==> src/sv/phrt_pkg.sv <==
package phrt_pkg;

  // Structural sizes
  localparam int WINDOW_LEN  = 10;
  localparam int BEAT_SLOTS  = 10;
  localparam int SAMPLE_BITS = 12;

  // Fixed constants
  localparam int SEED_VALUE    = 2000;
  localparam int MS_PER_MINUTE = 60000;
  localparam int RATE_MAX      = 255;
  localparam int INTV_MAX      = 65534;

  // Fixed field widths
  localparam int TIME_W     = 32;
  localparam int THR_W      = 12;
  localparam int INTV_W     = 16;
  localparam int RATE_W     = 8;
  localparam int SMOOTH_W   = 12;
  localparam int CFG_IDX_W  = 3;
  localparam int CFG_DATA_W = 16;

  // Derived widths
  localparam int SAMPLE_MAX = (1 << SAMPLE_BITS) - 1;
  localparam int STORE_MAX  = (SEED_VALUE > SAMPLE_MAX) ? SEED_VALUE : SAMPLE_MAX;
  localparam int STORE_W    = $clog2(STORE_MAX + 1);
  localparam int TOT_W      = $clog2(WINDOW_LEN * STORE_MAX + 1);
  localparam int WPOS_W     = $clog2(WINDOW_LEN);
  localparam int BPOS_W     = $clog2(BEAT_SLOTS);
  localparam int CNT_W      = $clog2(BEAT_SLOTS);
  localparam int SUM_W      = $clog2((BEAT_SLOTS - 1) * INTV_MAX + 1);
  localparam int NUM_W      = $clog2(MS_PER_MINUTE * (BEAT_SLOTS - 1) + 1);
  localparam int DIV_W0     = (TOT_W > NUM_W) ? TOT_W : NUM_W;
  localparam int DIV_W      = (DIV_W0 > SUM_W) ? DIV_W0 : SUM_W;
  localparam int DCNT_W     = $clog2(DIV_W);
  localparam int CMP_W0     = (SAMPLE_BITS > THR_W) ? SAMPLE_BITS : THR_W;
  localparam int CMP_W      = CMP_W0 + 2;

  // Configuration register indexes
  typedef enum logic [CFG_IDX_W-1:0] {
    CFG_RISE_THR = 3'd0,
    CFG_RELEASE  = 3'd1,
    CFG_MIN_INTV = 3'd2,
    CFG_MAX_INTV = 3'd3,
    CFG_TIMEOUT  = 3'd4
  } cfg_idx_t;

  // Sequencer states
  typedef enum logic [2:0] {
    ST_IDLE,
    ST_AVG_START,
    ST_AVG_RUN,
    ST_WALK_START,
    ST_WALK_RUN,
    ST_RATE_START,
    ST_RATE_RUN,
    ST_POST
  } state_t;

  typedef struct packed {
    logic             start;
    logic [DIV_W-1:0] dividend;
    logic [DIV_W-1:0] divisor;
  } div_req_t;

  typedef struct packed {
    logic             done;
    logic [DIV_W-1:0] quotient;
  } div_res_t;

  typedef struct packed {
    logic              write;
    logic [TIME_W-1:0] stamp;
  } beat_rec_t;

  typedef struct packed {
    logic             done;
    logic             full;
    logic [SUM_W-1:0] sum;
    logic [CNT_W-1:0] count;
  } walk_res_t;

endpackage

==> src/sv/phrt_window.sv <==
module phrt_window (
  input  logic                                clk,
  input  logic                                rst_n,
  input  logic                                load,
  input  logic [phrt_pkg::SAMPLE_BITS-1:0]    sample,
  output logic [phrt_pkg::TOT_W-1:0]          total
);
  import phrt_pkg::*;

  logic [STORE_W-1:0] store_r [WINDOW_LEN];
  logic [TOT_W-1:0]   total_r;
  logic [TOT_W-1:0]   total_nxt;
  logic [WPOS_W-1:0]  pos_r;
  logic [WPOS_W-1:0]  pos_nxt;

  // Swap the oldest sample out of the running sum
  always_comb begin
    total_nxt = total_r - TOT_W'(store_r[pos_r]) + TOT_W'(sample);
    pos_nxt   = (pos_r == WPOS_W'(WINDOW_LEN - 1)) ? '0 : pos_r + 1'b1;
  end

  always_ff @(posedge clk) begin
    if (!rst_n) begin
      for (int i = 0; i < WINDOW_LEN; i++) begin
        store_r[i] <= STORE_W'(SEED_VALUE);
      end
      total_r <= TOT_W'(SEED_VALUE * WINDOW_LEN);
      pos_r   <= '0;
    end else if (load) begin
      store_r[pos_r] <= STORE_W'(sample);
      total_r        <= total_nxt;
      pos_r          <= pos_nxt;
    end
  end

  assign total = total_r;

endmodule

==> src/sv/phrt_beat_ring.sv <==
module phrt_beat_ring (
  input  logic                  clk,
  input  logic                  rst_n,
  input  phrt_pkg::beat_rec_t   rec,
  input  logic                  walk_start,
  input  logic [phrt_pkg::INTV_W-1:0] min_intv,
  input  logic [phrt_pkg::INTV_W-1:0] max_intv,
  output phrt_pkg::walk_res_t   res
);
  import phrt_pkg::*;

  logic [TIME_W-1:0] times_r [BEAT_SLOTS];
  logic [BPOS_W-1:0] wpos_r;
  logic [BPOS_W-1:0] wpos_nxt;
  logic              full_r;
  logic              busy_r;
  logic              done_r;
  logic [BPOS_W-1:0] ptr_r;
  logic [BPOS_W-1:0] ptr_nxt;
  logic [BPOS_W-1:0] step_r;
  logic [TIME_W-1:0] prev_r;
  logic [TIME_W-1:0] rd;
  logic [TIME_W-1:0] diff;
  logic              qual;
  logic [SUM_W-1:0]  sum_r;
  logic [CNT_W-1:0]  count_r;

  // Advance the write slot and the walk pointer around the ring
  always_comb begin
    wpos_nxt = (wpos_r == BPOS_W'(BEAT_SLOTS - 1)) ? '0 : wpos_r + 1'b1;
    ptr_nxt  = (ptr_r == BPOS_W'(BEAT_SLOTS - 1)) ? '0 : ptr_r + 1'b1;
  end

  // One stored time per cycle, interval against the previous one
  always_comb begin
    rd   = times_r[ptr_r];
    diff = rd - prev_r;
    qual = (step_r != '0) && (diff > TIME_W'(min_intv)) && (diff < TIME_W'(max_intv));
  end

  // Record beats
  always_ff @(posedge clk) begin
    if (!rst_n) begin
      for (int i = 0; i < BEAT_SLOTS; i++) begin
        times_r[i] <= '0;
      end
      wpos_r <= '0;
      full_r <= 1'b0;
    end else if (rec.write) begin
      times_r[wpos_r] <= rec.stamp;
      wpos_r          <= wpos_nxt;
      if (wpos_nxt == '0) begin
        full_r <= 1'b1;
      end
    end
  end

  // Walk the ring oldest first, accumulating qualifying intervals
  always_ff @(posedge clk) begin
    if (!rst_n) begin
      busy_r <= 1'b0;
      done_r <= 1'b0;
      ptr_r  <= '0;
      step_r <= '0;
    end else begin
      done_r <= 1'b0;
      if (walk_start) begin
        busy_r  <= 1'b1;
        ptr_r   <= wpos_r;
        step_r  <= '0;
        sum_r   <= '0;
        count_r <= '0;
      end else if (busy_r) begin
        prev_r <= rd;
        ptr_r  <= ptr_nxt;
        step_r <= step_r + 1'b1;
        if (qual) begin
          sum_r   <= sum_r + SUM_W'(diff[INTV_W-1:0]);
          count_r <= count_r + 1'b1;
        end
        if (step_r == BPOS_W'(BEAT_SLOTS - 1)) begin
          busy_r <= 1'b0;
          done_r <= 1'b1;
        end
      end
    end
  end

  assign res.done  = done_r;
  assign res.full  = full_r;
  assign res.sum   = sum_r;
  assign res.count = count_r;

endmodule

==> src/sv/phrt_serial_div.sv <==
module phrt_serial_div (
  input  logic                clk,
  input  logic                rst_n,
  input  phrt_pkg::div_req_t  req,
  output phrt_pkg::div_res_t  res
);
  import phrt_pkg::*;

  logic [DIV_W-1:0]  rem_r;
  logic [DIV_W-1:0]  quo_r;
  logic [DIV_W-1:0]  den_r;
  logic [DCNT_W-1:0] cnt_r;
  logic              busy_r;
  logic              done_r;
  logic [DIV_W:0]    shifted;
  logic [DIV_W:0]    trial;
  logic              fits;

  // Shift one dividend bit into the remainder and try the subtract
  always_comb begin
    shifted = {rem_r, quo_r[DIV_W-1]};
    trial   = shifted - {1'b0, den_r};
    fits    = !trial[DIV_W];
  end

  always_ff @(posedge clk) begin
    if (!rst_n) begin
      busy_r <= 1'b0;
      done_r <= 1'b0;
      cnt_r  <= '0;
    end else begin
      done_r <= 1'b0;
      if (req.start) begin
        busy_r <= 1'b1;
        cnt_r  <= '0;
        rem_r  <= '0;
        quo_r  <= req.dividend;
        den_r  <= req.divisor;
      end else if (busy_r) begin
        rem_r <= fits ? trial[DIV_W-1:0] : shifted[DIV_W-1:0];
        quo_r <= {quo_r[DIV_W-2:0], fits};
        cnt_r <= cnt_r + 1'b1;
        if (cnt_r == DCNT_W'(DIV_W - 1)) begin
          busy_r <= 1'b0;
          done_r <= 1'b1;
        end
      end
    end
  end

  assign res.done     = done_r;
  assign res.quotient = quo_r;

endmodule

==> src/sv/ppg_heart_rate_tracker_core.sv <==
// Each accepted sample runs the window average through the divider; when it starts
// a beat with a full ring, a ring walk and, if any interval qualifies, a rate division follow.
// Throughput: one item at a time; the next sample is taken the cycle after the
// result is posted. The bit-serial divider (one quotient bit per cycle) and
// the one-slot-per-cycle ring walk set how long an item takes.
// Reset (rst_n low, synchronous) seeds the window and restores the control, configuration and tracking registers.
module ppg_heart_rate_tracker_core (
  input  logic                                clk,
  input  logic                                rst_n,
  input  logic                                in_valid,
  output logic                                in_stall,
  input  logic [phrt_pkg::SAMPLE_BITS-1:0]    in_sample,
  output logic                                out_valid,
  input  logic                                out_stall,
  output logic [phrt_pkg::RATE_W-1:0]         out_rate_bpm,
  output logic [phrt_pkg::SAMPLE_BITS-1:0]    out_sample_echo,
  output logic [phrt_pkg::SMOOTH_W-1:0]       out_smoothed,
  output logic                                out_beat,
  input  logic                                cfg_valid,
  output logic                                cfg_ready,
  input  logic [phrt_pkg::CFG_IDX_W-1:0]      cfg_index,
  input  logic [phrt_pkg::CFG_DATA_W-1:0]     cfg_data
);
  import phrt_pkg::*;

  state_t state_r;
  state_t state_nxt;

  logic [THR_W-1:0]       thr_r;
  logic [THR_W-1:0]       margin_r;
  logic [INTV_W-1:0]      min_r;
  logic [INTV_W-1:0]      max_r;
  logic [INTV_W-1:0]      timeout_r;

  logic                   latched_r;
  logic [TIME_W-1:0]      tick_r;
  logic [TIME_W-1:0]      now_r;
  logic [TIME_W-1:0]      last_beat_r;
  logic [RATE_W-1:0]      held_r;
  logic [SAMPLE_BITS-1:0] sample_r;
  logic                   beat_r;
  logic [SMOOTH_W-1:0]    smooth_r;

  logic [RATE_W-1:0]      out_rate_r;
  logic [SAMPLE_BITS-1:0] out_sample_r;
  logic [SMOOTH_W-1:0]    out_smooth_r;
  logic                   out_beat_r;
  logic                   out_valid_r;

  logic                   accept;
  logic                   is_beat;
  logic                   rearm;
  logic signed [CMP_W-1:0] release_lvl;
  logic                   silent;
  logic                   post_fire;
  logic                   div_start;
  logic                   walk_start;
  logic                   slot_free;
  logic [NUM_W-1:0]       numer;
  logic [TIME_W-1:0]      idle_span;

  logic [TOT_W-1:0]       total;
  div_req_t               div_req;
  div_res_t               div_res;
  beat_rec_t              rec;
  walk_res_t              walk;

  assign cfg_ready = 1'b1;
  assign accept    = in_valid && !in_stall;
  assign slot_free = !out_valid_r || !out_stall;

  // Peak latch with hysteresis
  always_comb begin
    release_lvl = $signed(CMP_W'(thr_r)) - $signed(CMP_W'(margin_r));
    is_beat     = (CMP_W'(in_sample) > CMP_W'(thr_r)) && !latched_r;
    rearm       = $signed(CMP_W'(in_sample)) < release_lvl;
  end

  assign rec.write = accept && is_beat;
  assign rec.stamp = tick_r;

  phrt_window u_window (
    .clk    (clk),
    .rst_n  (rst_n),
    .load   (accept),
    .sample (in_sample),
    .total  (total)
  );

  phrt_beat_ring u_ring (
    .clk        (clk),
    .rst_n      (rst_n),
    .rec        (rec),
    .walk_start (walk_start),
    .min_intv   (min_r),
    .max_intv   (max_r),
    .res        (walk)
  );

  // Pick divider operands: window average or beats per minute
  always_comb begin
    numer         = NUM_W'(MS_PER_MINUTE) * NUM_W'(walk.count);
    div_req.start = div_start;
    if (state_r == ST_AVG_START) begin
      div_req.dividend = DIV_W'(total);
      div_req.divisor  = DIV_W'(WINDOW_LEN);
    end else begin
      div_req.dividend = DIV_W'(numer);
      div_req.divisor  = DIV_W'(walk.sum);
    end
  end

  phrt_serial_div u_div (
    .clk   (clk),
    .rst_n (rst_n),
    .req   (div_req),
    .res   (div_res)
  );

  // Next state
  always_comb begin
    state_nxt = state_r;
    case (state_r)
      ST_IDLE:       if (in_valid) state_nxt = ST_AVG_START;
      ST_AVG_START:  state_nxt = ST_AVG_RUN;
      ST_AVG_RUN: begin
        if (div_res.done) begin
          state_nxt = (beat_r && walk.full) ? ST_WALK_START : ST_POST;
        end
      end
      ST_WALK_START: state_nxt = ST_WALK_RUN;
      ST_WALK_RUN: begin
        if (walk.done) begin
          state_nxt = (walk.count != '0) ? ST_RATE_START : ST_POST;
        end
      end
      ST_RATE_START: state_nxt = ST_RATE_RUN;
      ST_RATE_RUN:   if (div_res.done) state_nxt = ST_POST;
      ST_POST:       if (slot_free) state_nxt = ST_IDLE;
      default:       state_nxt = ST_IDLE;
    endcase
  end

  // Sequencer outputs
  always_comb begin
    in_stall   = 1'b1;
    div_start  = 1'b0;
    walk_start = 1'b0;
    post_fire  = 1'b0;
    case (state_r)
      ST_IDLE:       in_stall   = 1'b0;
      ST_AVG_START:  div_start  = 1'b1;
      ST_WALK_START: walk_start = 1'b1;
      ST_RATE_START: div_start  = 1'b1;
      ST_POST:       post_fire  = slot_free;
      default:       in_stall   = 1'b1;
    endcase
  end

  assign idle_span = now_r - last_beat_r;
  assign silent    = idle_span > TIME_W'(timeout_r);

  always_ff @(posedge clk) begin
    if (!rst_n) begin
      state_r <= ST_IDLE;
    end else begin
      state_r <= state_nxt;
    end
  end

  // Configuration writes
  always_ff @(posedge clk) begin
    if (!rst_n) begin
      thr_r     <= THR_W'(1400);
      margin_r  <= THR_W'(100);
      min_r     <= INTV_W'(300);
      max_r     <= INTV_W'(2000);
      timeout_r <= INTV_W'(2000);
    end else if (cfg_valid && cfg_ready) begin
      case (cfg_index)
        CFG_RISE_THR: thr_r     <= cfg_data[THR_W-1:0];
        CFG_RELEASE:  margin_r  <= cfg_data[THR_W-1:0];
        CFG_MIN_INTV: min_r     <= cfg_data[INTV_W-1:0];
        CFG_MAX_INTV: max_r     <= cfg_data[INTV_W-1:0];
        CFG_TIMEOUT:  timeout_r <= cfg_data[INTV_W-1:0];
        default: ;
      endcase
    end
  end

  // Per-item tracking state
  always_ff @(posedge clk) begin
    if (!rst_n) begin
      latched_r   <= 1'b0;
      tick_r      <= '0;
      last_beat_r <= '0;
      held_r      <= '0;
    end else begin
      if (accept) begin
        tick_r <= tick_r + 1'b1;
        if (is_beat) begin
          latched_r   <= 1'b1;
          last_beat_r <= tick_r;
        end else if (rearm) begin
          latched_r <= 1'b0;
        end
      end
      // Saturate the new rate
      if (state_r == ST_RATE_RUN && div_res.done) begin
        held_r <= (div_res.quotient > DIV_W'(RATE_MAX)) ? RATE_W'(RATE_MAX)
                                                        : div_res.quotient[RATE_W-1:0];
      end
      // Drop the rate after a long silence
      if (post_fire && silent) begin
        held_r <= '0;
      end
    end
  end

  // Item payload held while the sequencer runs
  always_ff @(posedge clk) begin
    if (accept) begin
      now_r    <= tick_r;
      sample_r <= in_sample;
      beat_r   <= is_beat;
    end
    if (state_r == ST_AVG_RUN && div_res.done) begin
      smooth_r <= div_res.quotient[SMOOTH_W-1:0];
    end
  end

  // Output register
  always_ff @(posedge clk) begin
    if (!rst_n) begin
      out_valid_r <= 1'b0;
    end else if (post_fire) begin
      out_valid_r <= 1'b1;
    end else if (!out_stall) begin
      out_valid_r <= 1'b0;
    end
  end

  always_ff @(posedge clk) begin
    if (post_fire) begin
      out_rate_r   <= silent ? '0 : held_r;
      out_sample_r <= sample_r;
      out_smooth_r <= smooth_r;
      out_beat_r   <= beat_r;
    end
  end

  assign out_valid       = out_valid_r;
  assign out_rate_bpm    = out_rate_r;
  assign out_sample_echo = out_sample_r;
  assign out_smoothed    = out_smooth_r;
  assign out_beat        = out_beat_r;

endmodule
==> config.mk <==
export PLATFORM = sky130hd
export DESIGN_NAME = ppg_heart_rate_tracker_core
export DESIGN_NICKNAME = d
export VERILOG_FILES = /design/src/sv/phrt_pkg.sv /design/src/sv/phrt_window.sv /design/src/sv/phrt_beat_ring.sv /design/src/sv/phrt_serial_div.sv /design/src/sv/ppg_heart_rate_tracker_core.sv
export SDC_FILE = /design/constraint.sdc
export NUM_CORES = 2
export LEC_CHECK = 0
export BUFFER_PORTS_ARGS = -buffer_cell sky130_fd_sc_hd__buf_2
export CAP_MARGIN = 20
export CORE_UTILIZATION = 35
export DETAILED_ROUTE_END_ITERATION = 10
export GPL_TIMING_DRIVEN = 0
export HOLD_SLACK_MARGIN = 0.08
export PLACE_DENSITY = 0.56
export SLEW_MARGIN = 20
export SYNTH_ARGS = -nofsm -noshare
export SYNTH_HDL_FRONTEND = slang
export SYNTH_HIERARCHICAL = 1
export SYNTH_SLANG_ARGS = --single-unit
==> constraint.sdc <==
create_clock -name clk -period 14.31 [get_ports clk]
set_clock_uncertainty 0.15 [all_clocks]
set_input_delay 4.293 -clock clk [delete_from_list [all_inputs] [get_ports clk]]
set_output_delay 4.293 -clock clk [all_outputs]
set_load 0.01 [all_outputs]
# [Word-level counts from Yosys, hierarchy flattened]
# Memory sizes are Yosys's and may differ from the RTL's. A register that Yosys moved wholly into a read port is not among the register bits.
# Cells that the tools add are included.
[classes] reduce_logical=44 n_bitwise=4 multipliers=1 muxes=56 eq_ne=22 n_addsub=14 n_lt_le_gt_ge=6
[ops] op="$mux W20" n=6
[ops] op="$gt A32 B16 Y1" n=2
[ops] op="$sub A32 B32 Y32" n=2
[ops] op="$mux W4" n=13
[ops] op="$mux W40" n=1
[ops] op="$add A32 B1 Y32 const B" n=1
[ops] op="$lt A32 B16 Y1" n=1
[ops] op="$mux W32" n=1
[ops] op="$reduce_or A32 Y1" n=1
[ops] op="$mux W1" n=25
[ops] op="$pmux W3 S8" n=1
[ops] op="$sub A21 B20 Y21" n=1
[ops] op="$add A20 B16 Y20" n=1
[ops] op="$add A4 B1 Y4 const B" n=5
[ops] op="$gt A20 B8 Y1 const B" n=1
[ops] op="$reduce_and A2 Y1" n=10
[ops] op="$mux W3" n=6
[ops] op="$add A16 B12 Y16" n=1
[ops] op="$eq A4 B4 Y1 const B" n=4
[ops] op="$sub A16 B12 Y16" n=1
[ops] op="$eq A3 B3 Y1 const B" n=5
[ops] op="$mul A11 B4 Y15 const A" n=1
[ops] op="$lt A13 B13 Y1" n=1
[ops] op="$sub A12 B12 Y13" n=1
[ops] op="other kinds (23)" n=55
[totals] register_bits=397 elab_cells=185 mem_bits_rw=440 memories=2
[mem_list] name="u_ring.times_r" depth=10 width=32 read_ports=1 rd_clocked_by_memory_dff=1 write_ports=10 line_no="phrt_beat_ring.sv:12" rtl="logic [TIME_W-1:0] times_r [BEAT_SLOTS];"
[mem_list] name="u_window.store_r" depth=10 width=12 read_ports=1 rd_clocked_by_memory_dff=1 write_ports=10 line_no="phrt_window.sv:10" rtl="logic [STORE_W-1:0] store_r [WINDOW_LEN];"

# [Longest topological paths before layout]
[depth] word_depth=8 ltp_mapped=25 depth_no_buf=23

# [Hierarchy]
# Netlist, hierarchy kept.
[modules_own_cells] mod="phrt_beat_ring" cells_per_inst=1795 area_per_inst_um2=26794.4 seq_area_each_um2=17436.7 instances=1
[modules_own_cells] mod="ppg_heart_rate_tracker_core" cells_per_inst=1416 area_per_inst_um2=13167.6 seq_area_each_um2=5685.5 instances=1
[modules_own_cells] mod="phrt_window" cells_per_inst=690 area_per_inst_um2=9859.5 seq_area_each_um2=6246.0 instances=1
[modules_own_cells] mod="phrt_serial_div" cells_per_inst=367 area_per_inst_um2=3941.3 seq_area_each_um2=1941.9 instances=1

# [Worst setup path before layout]
# OpenSTA, ideal clock, no wires.
[synth_timing] path_type="input to register" startpoint="input in_sample[1] (netlist name)" endpoint="memory u_ring.times_r[12][0] (enable)" t_required_ps=13699 stages=14 t_arrival_ps=9139 slack_ps=4560 path_cell_list="ha_1 nor2b_1 o21ai_0 nand2b_1 a21oi_1 or3_1 a311oi_1 and2_1 clkbuf_1 clkbuf_1 and2_1 clkbuf_1 nand3_1 nor3_1"
[synth_lines] element="start, declared" line_no="ppg_heart_rate_tracker_core.sv:12" rtl="input logic [phrt_pkg::SAMPLE_BITS-1:0] in_sample,"
[synth_lines] element="end, declared" line_no="phrt_beat_ring.sv:12"

==> impl_metrics.json <==
{
  "row_count": 143,
  "cts_tree": "yes",
  "yosysTopAreaCell": "edfxtp_1",
  "p_per_area_nw_per_um2": 131,
  "cts_made_buffers": 118,
  "vdd_drop_max_v": 0.000121,
  "slew_headroom": 0.280,
  "drive_above_1_share": 0.140,
  "nets": 4774,
  "synth_adder_area_share": 0.0606,
  "cts_max_level": 3,
  "cp-start-kind": "input port",
  "p_switching_w": 0.00216,
  "die_area_um2": 155000,
  "swShare": 0.268,
  "cts-hold-fix-buffers": 0,
  "ys_ff_latch": 1109,
  "p_seq_frac": 0.456,
  "ys.warnings.count": 6,
  "cp_max_fo": 21,
  "num_vias": 34701,
  "grt_pass1_vias": 34194,
  "core-area_um2": 152000,
  "fill_cells": 14224,
  "worstSetupPathType": "input port to flip-flop",
  "synth_top_family_by_area": "simple AND/OR/NAND/NOR gates",
  "fin_cells": 6632,
  "maxCapViolCount": 0,
  "ant_nets": 0,
  "slew_viol_final": 0,
  "place_inst": 6400,
  "netlist.area_leader.share": 0.508,
  "cp.arrival_ps": 10210,
  "drcViolationCount": 0,
  "rsz0062_at_grt": "no",
  "die_y_um": 394,
  "die_w_um": 394,
  "fmax_mhz": 101,
  "timing.final.hold_violations": 0,
  "cts_setup_buffers": 0,
  "period_needed_ps": 9920,
  "antenna_found_initial": 19,
  "min_path_type": "flip-flop to flip-flop",
  "grt_first_pass_wirelength_um": 214000,
  "synthDistinctLibCells": 102,
  "syn_avg_cell_area_um2": 12.6,
  "clk_pin_slew_ps": 60,
  "drtIter0Drc": 3046,
  "synth_compound_area_frac": 0.0789,
  "endpoint_kind": "flip-flop",
  "clk_latency_ps": 780,
  "avgViaCountPerCell": 5.23,
  "ctsResizeCount": 0,
  "dp_hpwl_um": 103000,
  "wl_per_cell_um": 21.4,
  "reg2reg_depth": 26,
  "final_common_cell": "edfxtp_1",
  "tightest_slew_ps": 1080,
  "root_buffer": "clkbuf_16",
  "syn_nets": 4552,
  "area_delta_synth_final_pct": 14.3,
  "holdWs_ps": 267,
  "ios": 72,
  "final_cell_mix": "edfxtp_1 (910), nor2_1 (448), nand2_1 (398)",
  "numClockSinks": 1109,
  "io_buffer_count": 70,
  "synth-edff-count": 910,
  "status": "finished clean",
  "clockBufferDepth": 3,
  "cp.required_ps": 14600,
  "async_flop_share": 0,
  "synthCells": 4268,
  "fin_tns_setup_ps": 0,
  "synthXorXnorAreaFrac": 0.0207,
  "p_int_w": 0.00589,
  "syn_area_um2": 53800,
  "grt_overflow_total": 0,
  "whs_path_depth": 0,
  "period_share": 0.693,
  "synth.area.top_cells": "edfxtp_1 (51%), mux4_2 (9.2%), dfxtp_1 (7.4%)",
  "wl_um": 142000,
  "comb_power_share": 0.158,
  "p_clk_frac": 0.386,
  "synthMuxAreaShare": 0.101,
  "total_leakage_power_nw": 21.1,
  "ys.flop_type": "edfxtp_1",
  "grt_max_degree": 43,
  "start_util": 0.353,
  "dr.pass1.iters": 7,
  "synth_simple_gate_area_share": 0.120,
  "gr-usage-all-layers": 0.181,
  "setup_viol": 0,
  "yosysSeqAreaShare": 0.582,
  "gp_congestion": 0.882
}
[synth_stat cells, types with 48 or more instances]
library cell and number:
xnor2_1 68, nand3_1 78, nor3_1 51, edfxtp_1 910, clkbuf_1 142, xor2_1 59
and2_1 94, nand2_1 407, o211ai_1 48, inv_1 292, ha_1 227, nor2_1 457
a21boi_0 56, mux4_2 220, o21ai_0 105, nor2b_1 101, a21oi_1 206, dfxtp_1 199
[cell families (layout without fill, tap and decap cells)]
group / count (synthesis) / after routing
adders and majority gates: 248 / 248
buffers and inverters: 489 / 817
and+or+nand+nor: 1381 / 1381
DFF: 1109 / 1109
muxes: 262 / 262
xor gates and xnor gates: 127 / 127
AOI/OAI and AO/OA: 651 / 651
other: 1 / 7
[final cells by class]
type	instances	area [µm²]	area share
Clock inverter	61	734	0.0120
Antenna cell	6	15.0	0.000244
Inverter	293	1100	0.0179
Tap cell	2030	2540	0.0413
Buffer	196	903	0.0147
Clock buffer	165	3250	0.0529
Sequential cell	1109	31300	0.510
Timing Repair Buffer	102	952	0.0155
Multi-Input combinational cell	2670	20600	0.336
[power groups by stage]
stage,logic [W],registers [W],clock network [W]
floorplan,0.000910,0.00371,0
global placement,0.00124,0.00375,0
detailed placement,0.00127,0.00375,0
CTS,0.00127,0.00368,0.00317
global route,0.00141,0.00369,0.00330
finish,0.00127,0.00368,0.00311
[sequential cells by signal, indices dropped and copies added, names as in the netlist, 32 cells and up, named ones only]
register          cells
last_beat_r          32
now_r                32
tick_r               32
u_ring/prev_r        32
u_ring/times_r      512
u_window/store_r    192
[stage by stage]
stage | utilization | area, µm² | worst slack [ps] | power (W)
6_report | 0.403 | 61400 | 4390 | 0.00805
5_1_grt | 0.403 | 61400 | 4140 | 0.00839
4_1_cts | 0.403 | 61400 | 4490 | 0.00812
3_5_place_dp | 0.377 | 57400 | 3700 | 0.00501
3_3_place_gp | 0.372 | 56700 | -338 | 0.00498
2_1_floorplan | - | 53800 | 4560 | 0.00462
[per-layer routing]
layer  track usage  part of all wire  wire length [µm]
met5             0           0.00024                34
met4        0.0452             0.022              3140
met2         0.290              0.46             65600
met1         0.258              0.45             63500
met3        0.0276             0.068              9700
[final timing paths]
check	start	to	slack (ps)
min reg2reg	smooth_r[6]	out_smoothed[6]	270
max	in_sample[1]	u_ring/times_r[3][8]	4390
min	smooth_r[6]	out_smoothed[6]	270
max reg2reg	flip-flop	u_ring/sum_r[15]	5810
[worst max-delay path, cell delays in order]
cell and delay [ps]:
buf_2 190, ha_1 330, nor2b_1 120, o21ai_0 80, nand2b_1 80, a21oi_1 90
or3_1 330, a311oi_2 200, buf_4 220, and2_1 140, clkbuf_1 410, clkbuf_1 810
and2_1 240, clkbuf_1 440, nor3b_1 420, nand3_1 410, clkbuf_1 460, nand2_2 670
buf_16 230
Note: power is estimated with default switching activity, not from simulation.
